===== config.mk =====
export PLATFORM = sky130hd
export DESIGN_NAME = multilevel_ready_queue_scheduler_top
export DESIGN_NICKNAME = d
export VERILOG_FILES = /design/src/rtl/mrqs_pkg.sv /design/src/rtl/multilevel_ready_queue_scheduler_top.sv /design/src/rtl/mrqs_cell.sv
export SDC_FILE = /design/constraint.sdc
export NUM_CORES = 1
export LEC_CHECK = 0
export BUFFER_PORTS_ARGS = -buffer_cell sky130_fd_sc_hd__buf_2
export CAP_MARGIN = 20
export CORE_MARGIN = 2
export CORE_UTILIZATION = 48
export CTS_BUF_LIST = sky130_fd_sc_hd__clkbuf_8 sky130_fd_sc_hd__clkbuf_16
export CTS_CLUSTER_SIZE = 10
export DETAILED_ROUTE_END_ITERATION = 8
export GPL_TIMING_DRIVEN = 0
export PLACE_DENSITY = 0.59
export SLEW_MARGIN = 20
export SYNTH_ARGS = -nofsm -noshare
export SYNTH_HDL_FRONTEND = slang
export SYNTH_SLANG_ARGS = --single-unit

===== constraint.sdc =====
create_clock -name clock -period 19.58 [get_ports clock]
set_input_delay 1.958 -clock clock [delete_from_list [all_inputs] [get_ports clock]]
set_output_delay 1.958 -clock clock [all_outputs]
set_load 0.005 [all_outputs]

===== src/rtl/mrqs_pkg.sv =====
// Package for the multilevel ready queue scheduler: sizes, codes and structs.
// No dependencies; used by the top level, the cell and the checker.
`timescale 1ns / 1ps

package mrqs_pkg;

   localparam int NUM_PROCESSES = 16;
   localparam int NUM_LEVELS    = 4;

   localparam int ACT_W = 3;
   localparam int PID_W = 4;
   localparam int LVL_W = 2;
   localparam int STA_W = 2;
   localparam int IDX_W = $clog2(NUM_PROCESSES);
   localparam int CNT_W = $clog2(NUM_PROCESSES + 1);

   localparam logic [ACT_W-1:0] ACT_ENQUEUE  = 3'd0;
   localparam logic [ACT_W-1:0] ACT_DEQUEUE  = 3'd1;
   localparam logic [ACT_W-1:0] ACT_SET_PRIO = 3'd2;
   localparam logic [ACT_W-1:0] ACT_SET_STAT = 3'd3;
   localparam logic [ACT_W-1:0] ACT_GET_PRIO = 3'd4;

   localparam logic [STA_W-1:0] STAT_NEW         = 2'd0;
   localparam logic [STA_W-1:0] STAT_READY       = 2'd1;
   localparam logic [STA_W-1:0] STAT_MEM_BLOCKED = 2'd2;
   localparam logic [STA_W-1:0] STAT_MSG_BLOCKED = 2'd3;

   typedef enum logic [1:0] {
      FSM_IDLE,
      FSM_SCAN,
      FSM_APPLY
   } fsm_type;

   typedef struct packed {
      logic [ACT_W-1:0] action;
      logic [PID_W-1:0] pid;
      logic [LVL_W-1:0] new_priority;
      logic [STA_W-1:0] proc_status;
      logic             mem_free;
      logic [PID_W-1:0] running_pid;
   } req_type;

   typedef struct packed {
      logic             found;
      logic [PID_W-1:0] chosen_pid;
      logic [LVL_W-1:0] priority_out;
      logic             error;
   } rsp_type;

   typedef struct packed {
      logic             valid;
      logic [PID_W-1:0] pid;
      logic [LVL_W-1:0] level;
      logic [STA_W-1:0] status;
   } entry_type;

   typedef struct packed {
      logic             valid;
      logic             found;
      logic [LVL_W-1:0] level;
      logic [IDX_W-1:0] idx;
      logic [PID_W-1:0] pid;
      logic [STA_W-1:0] status;
   } token_type;

   typedef struct packed {
      logic             remove_en;
      logic [IDX_W-1:0] remove_idx;
      logic             append_en;
      logic [IDX_W-1:0] append_idx;
      entry_type        append_entry;
      logic             status_en;
      logic [PID_W-1:0] status_pid;
      logic [STA_W-1:0] status_val;
      logic             mem_ok;
   } upd_type;

endpackage


===== src/rtl/multilevel_ready_queue_scheduler_top.sv =====
// Top level of the multilevel ready queue scheduler: control, tables and cell row.
// Depends on mrqs_pkg and mrqs_cell.
//
//   channel   ports              direction   moves
//   request   req_valid/ready    in          req_type: action, pid, levels, status
//   response  rsp_valid/ready    out         rsp_type: found, chosen_pid, priority, error
//
// Dequeue runs from acceptance to the next acceptance in steps: launch the search token,
// let it climb the 16 slots, capture the winner, then unlink it. Every other action goes
// straight to the apply step. One transaction is in flight at a time; a new one is
// accepted while a result waits, and a stalled response holds the apply step.
// Synchronous reset empties every slot and sets all processes to level 0, status new.
`timescale 1ns / 1ps

module multilevel_ready_queue_scheduler_top (
   input  logic              clock,
   input  logic              reset,
   input  logic              req_valid,
   output logic              req_ready,
   input  mrqs_pkg::req_type req_data,
   output logic              rsp_valid,
   input  logic              rsp_ready,
   output mrqs_pkg::rsp_type rsp_data
);

   localparam int N = mrqs_pkg::NUM_PROCESSES;

   mrqs_pkg::fsm_type   state_ff, state_in;
   mrqs_pkg::req_type   req_ff;
   mrqs_pkg::token_type dq_ff;
   logic                scan_start_ff, scan_start_in;
   logic [mrqs_pkg::CNT_W-1:0] count_ff, count_in;
   logic                rsp_valid_ff, rsp_valid_in;
   mrqs_pkg::rsp_type   rsp_data_ff, rsp_new;

   logic [mrqs_pkg::LVL_W-1:0] level_tab_ff [N];
   logic [mrqs_pkg::STA_W-1:0] state_tab_ff [N];

   mrqs_pkg::entry_type ent [N];
   mrqs_pkg::entry_type upper [N];
   mrqs_pkg::token_type tok [N];
   mrqs_pkg::token_type tok_chain [N];
   mrqs_pkg::upd_type   upd;

   logic [mrqs_pkg::IDX_W-1:0] rid;
   logic [mrqs_pkg::LVL_W-1:0] cur_level;
   logic [mrqs_pkg::STA_W-1:0] cur_status;
   logic                queued;
   logic [mrqs_pkg::IDX_W-1:0] match_idx;
   logic                pid_ok;
   logic                lvl_ok;
   logic                out_free;
   logic                apply_fire;
   logic                lvl_we;
   logic                st_we;
   logic [mrqs_pkg::IDX_W-1:0] st_waddr;
   logic [mrqs_pkg::STA_W-1:0] st_wdata;

   assign rid        = mrqs_pkg::IDX_W'(req_ff.pid);
   assign cur_level  = level_tab_ff[rid];
   assign cur_status = state_tab_ff[rid];
   assign pid_ok     = int'(req_ff.pid) < mrqs_pkg::NUM_PROCESSES;
   assign lvl_ok     = int'(req_ff.new_priority) < mrqs_pkg::NUM_LEVELS;
   assign out_free   = !rsp_valid_ff || rsp_ready;

   always_comb begin
      queued    = 1'b0;
      match_idx = '0;
      for (int j = 0; j < N; j++) begin
         if (ent[j].valid && (ent[j].pid == req_ff.pid)) begin
            queued    = 1'b1;
            match_idx = match_idx | mrqs_pkg::IDX_W'(j);
         end
      end
   end

   always_comb begin
      state_in      = state_ff;
      req_ready     = 1'b0;
      scan_start_in = 1'b0;
      apply_fire    = 1'b0;
      upd           = '0;
      rsp_new       = '0;
      lvl_we        = 1'b0;
      st_we         = 1'b0;
      st_waddr      = rid;
      st_wdata      = req_ff.proc_status;
      case (state_ff)
         mrqs_pkg::FSM_IDLE: begin
            req_ready = 1'b1;
            if (req_valid) begin
               if (req_data.action == mrqs_pkg::ACT_DEQUEUE) begin
                  scan_start_in = 1'b1;
                  state_in      = mrqs_pkg::FSM_SCAN;
               end else begin
                  state_in = mrqs_pkg::FSM_APPLY;
               end
            end
         end
         mrqs_pkg::FSM_SCAN: begin
            if (tok[N-1].valid) begin
               state_in = mrqs_pkg::FSM_APPLY;
            end
         end
         mrqs_pkg::FSM_APPLY: begin
            if (out_free) begin
               apply_fire = 1'b1;
               state_in   = mrqs_pkg::FSM_IDLE;
               case (req_ff.action)
                  mrqs_pkg::ACT_ENQUEUE: begin
                     if (!pid_ok) begin
                        rsp_new.error = 1'b1;
                     end else if (!queued) begin
                        rsp_new.found             = 1'b1;
                        upd.append_en             = 1'b1;
                        upd.append_entry.valid    = 1'b1;
                        upd.append_entry.pid      = req_ff.pid;
                        upd.append_entry.level    = cur_level;
                        upd.append_entry.status   = cur_status;
                     end
                  end
                  mrqs_pkg::ACT_DEQUEUE: begin
                     if (dq_ff.found) begin
                        rsp_new.found      = 1'b1;
                        rsp_new.chosen_pid = dq_ff.pid;
                        upd.remove_en      = 1'b1;
                        upd.remove_idx     = dq_ff.idx;
                        st_waddr           = mrqs_pkg::IDX_W'(dq_ff.pid);
                        st_wdata           = mrqs_pkg::STAT_READY;
                        st_we              = dq_ff.status == mrqs_pkg::STAT_MEM_BLOCKED;
                     end
                  end
                  mrqs_pkg::ACT_SET_PRIO: begin
                     if (!pid_ok || !lvl_ok) begin
                        rsp_new.error = 1'b1;
                     end else begin
                        rsp_new.found = 1'b1;
                        if (cur_level != req_ff.new_priority) begin
                           lvl_we = 1'b1;
                           if (queued) begin
                              upd.remove_en  = 1'b1;
                              upd.remove_idx = match_idx;
                              if (req_ff.pid != req_ff.running_pid) begin
                                 upd.append_en           = 1'b1;
                                 upd.append_entry.valid  = 1'b1;
                                 upd.append_entry.pid    = req_ff.pid;
                                 upd.append_entry.level  = req_ff.new_priority;
                                 upd.append_entry.status = cur_status;
                              end
                           end
                        end
                     end
                  end
                  mrqs_pkg::ACT_SET_STAT: begin
                     if (!pid_ok) begin
                        rsp_new.error = 1'b1;
                     end else begin
                        rsp_new.found  = 1'b1;
                        st_we          = 1'b1;
                        upd.status_en  = 1'b1;
                        upd.status_pid = req_ff.pid;
                        upd.status_val = req_ff.proc_status;
                     end
                  end
                  mrqs_pkg::ACT_GET_PRIO: begin
                     if (!pid_ok) begin
                        rsp_new.error = 1'b1;
                     end else begin
                        rsp_new.found        = 1'b1;
                        rsp_new.priority_out = cur_level;
                     end
                  end
                  default: begin
                     rsp_new = '0;
                  end
               endcase
            end
         end
         default: begin
            state_in = mrqs_pkg::FSM_IDLE;
         end
      endcase
      upd.mem_ok     = req_ff.mem_free;
      upd.append_idx = mrqs_pkg::IDX_W'(count_ff - mrqs_pkg::CNT_W'(upd.remove_en));
      count_in       = count_ff - mrqs_pkg::CNT_W'(upd.remove_en)
                       + mrqs_pkg::CNT_W'(upd.append_en);
      rsp_valid_in   = apply_fire ? 1'b1 : (rsp_ready ? 1'b0 : rsp_valid_ff);
   end

   always_ff @(posedge clock) begin
      if (reset) begin
         state_ff      <= mrqs_pkg::FSM_IDLE;
         scan_start_ff <= 1'b0;
         count_ff      <= '0;
         rsp_valid_ff  <= 1'b0;
         for (int j = 0; j < N; j++) begin
            level_tab_ff[j] <= '0;
            state_tab_ff[j] <= mrqs_pkg::STAT_NEW;
         end
      end else begin
         state_ff      <= state_in;
         scan_start_ff <= scan_start_in;
         count_ff      <= count_in;
         rsp_valid_ff  <= rsp_valid_in;
         if (lvl_we) begin
            level_tab_ff[rid] <= req_ff.new_priority;
         end
         if (st_we) begin
            state_tab_ff[st_waddr] <= st_wdata;
         end
      end
   end

   always_ff @(posedge clock) begin
      if (req_valid && req_ready) begin
         req_ff <= req_data;
      end
      if ((state_ff == mrqs_pkg::FSM_SCAN) && tok[N-1].valid) begin
         dq_ff <= tok[N-1];
      end
      if (apply_fire) begin
         rsp_data_ff <= rsp_new;
      end
   end

   always_comb begin
      for (int j = 0; j < N; j++) begin
         if (j == 0) begin
            tok_chain[j]       = '0;
            tok_chain[j].valid = scan_start_ff;
         end else begin
            tok_chain[j] = tok[j-1];
         end
         if (j == N - 1) begin
            upper[j] = '0;
         end else begin
            upper[j] = ent[j+1];
         end
      end
   end

   for (genvar g = 0; g < N; g++) begin : g_cell
      mrqs_cell u_cell (
         .clock    (clock),
         .reset    (reset),
         .cell_idx (mrqs_pkg::IDX_W'(g)),
         .upd      (upd),
         .upper    (upper[g]),
         .tok_in   (tok_chain[g]),
         .ent_out  (ent[g]),
         .tok_out  (tok[g])
      );
   end

   assign rsp_valid = rsp_valid_ff;
   assign rsp_data  = rsp_data_ff;

endmodule


===== src/rtl/mrqs_cell.sv =====
// One queue slot: holds a queued process and passes the search token upward.
// Depends on mrqs_pkg.
`timescale 1ns / 1ps

module mrqs_cell (
   input  logic                      clock,
   input  logic                      reset,
   input  logic [mrqs_pkg::IDX_W-1:0] cell_idx,
   input  mrqs_pkg::upd_type         upd,
   input  mrqs_pkg::entry_type       upper,
   input  mrqs_pkg::token_type       tok_in,
   output mrqs_pkg::entry_type       ent_out,
   output mrqs_pkg::token_type       tok_out
);

   mrqs_pkg::entry_type entry_ff, entry_in;
   mrqs_pkg::token_type tok_ff, tok_in_next;
   logic                elig;
   logic                take;

   always_comb begin
      elig = entry_ff.valid && (entry_ff.status != mrqs_pkg::STAT_MSG_BLOCKED) &&
             ((entry_ff.status != mrqs_pkg::STAT_MEM_BLOCKED) || upd.mem_ok);
      take = tok_in.valid && elig && (!tok_in.found || (entry_ff.level < tok_in.level));
      tok_in_next = tok_in;
      if (take) begin
         tok_in_next.found  = 1'b1;
         tok_in_next.level  = entry_ff.level;
         tok_in_next.idx    = cell_idx;
         tok_in_next.pid    = entry_ff.pid;
         tok_in_next.status = entry_ff.status;
      end

      entry_in = entry_ff;
      if (upd.append_en && (cell_idx == upd.append_idx)) begin
         entry_in = upd.append_entry;
      end else if (upd.remove_en && (cell_idx >= upd.remove_idx)) begin
         entry_in = upper;
      end
      if (upd.status_en && entry_in.valid && (entry_in.pid == upd.status_pid)) begin
         entry_in.status = upd.status_val;
      end
   end

   always_ff @(posedge clock) begin
      if (reset) begin
         entry_ff.valid <= 1'b0;
         tok_ff.valid   <= 1'b0;
      end else begin
         entry_ff <= entry_in;
         tok_ff   <= tok_in_next;
      end
   end

   assign ent_out = entry_ff;
   assign tok_out = tok_ff;

endmodule


# Yosys cells after proc, flatten, opt, wreduce, memory -nomap -nowiden
# Memories as Yosys holds them, arrays and structs flattened. A register that Yosys moved wholly into a read port is not among the register bits.
# Cells that the tools add are included.
# W data, S select, Z words.
[word_totals]
register_bits = 410
latch_bits = 0
ram_bits = 64
mem_bits_ro = 0
inputBits = 20
elab_cells = 733
memories = 2
[memory_table]
columns = ["memory", "words", "word_bits", "rd", "rd_ports_with_merged_regs", "write_ports", "line_no", "rtl"]
rows = [
  ["level_tab_ff", 16, 2, 1, 1, 16, "multilevel_ready_queue_scheduler_top.sv:36", "logic [mrqs_pkg::LVL_W-1:0] level_tab_ff [N];"],
  ["state_tab_ff", 16, 2, 1, 1, 16, "multilevel_ready_queue_scheduler_top.sv:37", "logic [mrqs_pkg::STA_W-1:0] state_tab_ff [N];"],
]
[classes]
addsub = 2
n_mul = 0
div_mod_pow = 0
order_cmp = 31
eq_ne = 92
shifts = 0
n_mux = 157
bitwise_logic = 3
reduce_logical = 269
[op_table]
columns = ["cell", "n"]
rows = [
  ["$mux W9", 36],
  ["$mux W12", 14],
  ["$logic_and A1 B1 Y1", 145],
  ["$eq A4 B4 Y1", 32],
  ["$ne A2 B2 Y1 const B", 34],
  ["$reduce_and A2 Y1", 33],
  ["$mux W4", 16],
  ["$mux W2", 28],
  ["$reduce_bool A3 Y1", 16],
  ["$mux W1", 42],
  ["$reduce_bool A2 Y1", 17],
  ["$eq A4 B4 Y1 const A", 8],
  ["$ge A4 B4 Y1 const A", 8],
  ["$logic_or A1 B1 Y1", 32],
  ["$mux W16", 2],
  ["$lt A2 B2 Y1", 15],
  ["$mux W6", 5],
  ["$pmux W9 S2", 1],
  ["$eq A3 B4 Y1 const A", 4],
  ["$ge A3 B4 Y1 const A", 4],
  ["$logic_not A1 Y1", 16],
  ["$mux W13", 1],
  ["$mux W3", 4],
  ["$mux W5", 2],
  ["27 further kinds", 39],
]

# Longest topological paths before layout
[depth]
word_depth = 31
depth_mapped = 22
mapped_depth_nobuf = 18

# Cells and area by module
# Synthesis repeated with hierarchy kept, for this count alone.
[unflattened]
hier_cells = 2589
area_unflattened_um2 = 28712.5
[modules_own_cells]
columns = ["module", "n_inst", "cells_per_inst", "area_per_inst_um2"]
rows = [
  ["mrqs_cell at g_cell[0].u_cell ...", 10, 127, 1407.6],
  ["mrqs_cell at g_cell[4].u_cell ...", 6, 127, 1400.1],
  ["multilevel_ready_queue_scheduler_top", 1, 557, 6236.0],
]

# Least setup slack after synthesis
# No wires, ideal clock.
[synth_path]
path_type = "input to register"
from = "input reset"
to = "memory state_tab_ff[10][0] in the netlist's numbering (enable)"
arrival_ps = 9630
required_ps = 18926
setup_slack_ps = 9297
path_stages = 3
n_path_buf = 1
cell_sequence = "clkinv_1 > clkbuf_1 > nand2_1"
[synth_rtl]
columns = ["item", "line_no", "rtl"]
rows = [
  ["from (decl)", "multilevel_ready_queue_scheduler_top.sv:17", "input logic reset,"],
  ["to (decl)", "multilevel_ready_queue_scheduler_top.sv:37", ""],
]

# Worst setup path in the final report
[layout_path]
from = "input rsp_ready"
to = "register g_cell[1].u_cell.entry_ff (netlist bit g_cell[1].u_cell.ent_out[1]) (enable)"
[layout_between]
elab_chain_len = 11
[layout_rtl]
columns = ["item", "line_no", "rtl"]
rows = [
  ["from (decl)", "multilevel_ready_queue_scheduler_top.sv:22", "input logic rsp_ready,"],
  ["$logic_or A1 B1 Y1 (*)", "multilevel_ready_queue_scheduler_top.sv:64", "assign out_free = !rsp_valid_ff || rsp_ready;"],
  ["$mux W6", "multilevel_ready_queue_scheduler_top.sv:106", "if (out_free) begin"],
  ["$mux W6", "multilevel_ready_queue_scheduler_top.sv:88", "case (state_ff)"],
  ["$sub A5 B1 Y5 / $ge A1 B4 Y1 (equally long branches)", "n/a", ""],
  ["$eq A1 B4 Y1 / $logic_and A1 B1 Y1 (equally long branches)", "mrqs_cell.sv:35, mrqs_cell.sv:37", ""],
  ["$logic_and A1 B1 Y1 / $mux W9 (equally long branches)", "mrqs_cell.sv:35, mrqs_cell.sv:37", ""],
  ["$mux W9", "mrqs_cell.sv:35", "if (upd.append_en && (cell_idx == upd.append_idx)) begin"],
  ["$eq A4 B4 Y1 / $logic_and A1 B1 Y1 (equally long branches)", "mrqs_cell.sv:40", "if (upd.status_en && entry_in.valid && (entry_in.pid == upd.status_pid)) begin"],
  ["$logic_and A1 B1 Y1", "mrqs_cell.sv:40", ""],
  ["$reduce_bool A3 Y1 (no line) (*)", "n/a", ""],
  ["$reduce_and A2 Y1 (no line) (*)", "n/a", ""],
  ["to (signal assigned)", "mrqs_cell.sv:50", "entry_ff <= entry_in;"],
  ["to (decl)", "mrqs_cell.sv:16", "mrqs_pkg::entry_type entry_ff, entry_in;"],
]
# Mark *: on every way between the ends. The rest lies on a longest branch, timed or not. The select of a mux whose other input is x is not followed.
# A chain may end at the register's enable or synchronous reset.

==> key figures <==
Outcome
  • Outcome: complete, no violations

Timing
  • Total Neg Setup Slack: 0 ps
  • Final Critical Period: 6840 ps
  • Final setup fails: 0
  • Setup slack after layout: 12740 ps
  • Worst-Margin Slew: 1190 ps
  • Achievable frequency: 0.146 GHz
  • Final hold vios: 0
  • Final period util: 34.9%
  • Hold_ws: 413 ps
  • Fin. max-slew vios: 0
  • Max_slew headroom: 20.5%
  • Fin Clk Skew: 30.3 ps
  • RSZ-0062 raised after global routing: no

Yosys
  • Ys Warns: 0
  • Synthesized area: 0.0236 mm²
  • Share of the synthesized area in the top cell type: 53.1%
  • Ys async rst share: 0%
  • Seq/Total Area, Yosys: 56.8%
  • Main area contributors after synthesis: edfxtp_1 53%, mux2_2 4.2%, mux2i_1 3.8%
  • Dominant synthesized flop cell: edfxtp_1
  • Netlist cell types: 87
  • Cells after Synth: 2104
  • Synth area leader: edfxtp_1
  • Number of flops mapped to enable cells by yosys: 417
  • Syn nets: 2143
  • Avg Inst Size Synth: 11.2 µm²
  • #FFs+latches synth: 461

Place
  • Final HPWL DP: 54.0 mm
  • # port buffers: 28
  • Gp weighted congestion: 0.943
  • Worst slack at placement: 12340 ps
  • Dpl cell area: 0.0247 mm²

Clock tree
  • CTS root buffer: clkbuf_16
  • Clock Sinks: 461
  • Reg clk slew, reported paths: 60 ps
  • CTS H-tree depth: 2
  • Post-CTS Repair Setup Buffers: 0
  • Worst skew pair latency: 620 ps
  • CTS tree: done
  • Num CTS Buffers: 53
  • Longest Clk Path Bufs: 3
  • Post-CTS resize count: 0
  • Hold-fix buffers at CTS: 0

Final layout
  • Most frequent cells in the layout: 417 x edfxtp_1, 237 x nand2_1, 197 x nor2_1, 124 x o21ai_0, 104 x a21oi_1
  • Share of layout cells above drive strength 1: 12.2%
  • Layout area overhead: 11.5%
  • Fin area: 0.0263 mm²
  • Commonest non-fill, non-tap cell in the layout: edfxtp_1
  • Diodes inserted: 0
  • Nets: 2232

Floorplan
  • Initial cell density of the core: 48.4%
  • Top Ports: 30
  • Die width: 226 µm
  • # rows: 81
  • Die area: 0.0509 mm²
  • Core area: 0.0487 mm²
  • Chip height: 226 µm

Detailed routing
  • Via count: 17600
  • Remaining antenna violation count: 0
  • Router iterations before antenna repair: 6
  • Final wirelength: 75.7 mm
  • WL per Instance: 26.1 µm
  • Number of DRC markers in iteration 0: 2021
  • DRC Markers: 0
  • Vias/cell: 6.08

Job
  • Max Cap Viol: 0

Pwr
  • Leak: 9.51 nW
  • Peak supply drop: 58.9 µV
  • PD cells: 84.3 mW/mm²

GRT
  • First-pass GRT wire length: 111 mm
  • Antenna violations before repair: 0
  • Via count of the first global-routing pass: 17100
  • Maximum number of pins on one net before global-route repair: 56
  • GRT overflow: 0
  • Tot GR Track Use: 30.0%

Setup path
  • Critical Path AT: 7080 ps
  • Setup crit start kind: input pin
  • Crit. End Element: flop
  • WS Path Type: input pin to flop
  • Critical path peak fanout: 10
  • Critical Path RT: 19820 ps

Hold path
  • Hold Crit Class: flop to flop
## path summary, 6_finish.rpt
kind | from | endpoint | slack [ps] | depth (start not counted)
worst max-delay path | rsp_ready | g_cell[1].u_cell.ent_out[1] | 12740 | 18
worst min-delay path | g_cell[15].u_cell.tok_out[2] | dq_ff[2] | 410 | 0
worst max register to register | rid[1] | g_cell[10].u_cell.ent_out[1] | 13060 | 19
worst min register to register | g_cell[15].u_cell.tok_out[2] | dq_ff[2] | 410 | 0
## per-stage QoR
stage                     instances  utilization [%]  power, mW
after floorplan                2104                -       1.26
after global placement         2796             50.4       1.33
after detailed placement       2802             50.7       1.33
after CTS                      2896             53.9       2.23
after global routing           2896             53.9       2.29
final                          2896             53.9       2.22
## flip-flops by register name (all words and copies together), names as in the netlist, 2 cells and up, named ones only
register,count
count_ff,4
dq_ff,11
g_cell.u_cell.ent_out,144
g_cell.u_cell.tok_out,207
level_tab_ff,32
req_ff,12
rid,4
rsp_data,7
state_ff,2
state_tab_ff,32
## cells by family after synthesis
group / share of synthesized area, %
flip-flops: 56.8
buffers and inverters: 3.23
AND/OR/NAND/NOR: 15.1
multiplexers: 9.18
other: 0.0159
AO/OA/AOI/OAI: 11.3
XOR/XNOR: 3.38
adder cells (fa/ha/maj): 1.01
## cell type report
| type | count | area, µm² |
|---|---|---|
| Fill cell | 4272 | 22500 |
| Sequential cell | 461 | 13400 |
| Multi-Input combinational cell | 1464 | 9420 |
| Clock buffer | 57 | 1390 |
| Tap cell | 664 | 831 |
| Buffer | 120 | 547 |
| Timing Repair Buffer | 34 | 285 |
| Inverter | 59 | 221 |
| Clock inverter | 37 | 178 |
## synthesized netlist by cell type, types with 44 or more instances
cell        n
nand3_1    70
edfxtp_1  417
nor2_1    197
dfxtp_1    44
inv_1      51
nand2_1   237
mux2i_1    89
clkbuf_1   75
mux2_2     87
o21ai_0   124
a21oi_1   104
xor2_1     49
## layer usage
| layer | track usage (%) | share of wire [%] |
|---|---|---|
| met2 | 48.1 | 46 |
| met5 | 0 | 0 |
| met1 | 39.9 | 41 |
| met4 | 12.3 | 4.3 |
| met3 | 6.08 | 8.8 |
## critical path, cell delays in order
cell and delay [ps]:
buf_2 110, nand2b_1 140, nand2_1 180, nor2_1 350
and2_1 180, clkbuf_1 460, o211ai_1 330, and2_1 280
inv_2 170, ha_1 200, nor3b_1 340, xnor2_1 320
nand2_1 340, nor3_4 450, nand2_2 120, a311oi_2 280
o311ai_1 240, o41ai_1 610
## where the power goes
| group | switching (mW) | internal (mW) |
|---|---|---|
| sequential | 0.0252 | 1.11 |
| combinational | 0.113 | 0.0597 |
| clock | 0.387 | 0.517 |
| total | 0.525 | 1.69 |
No activity file was read; power rests on OpenSTA's default activity.
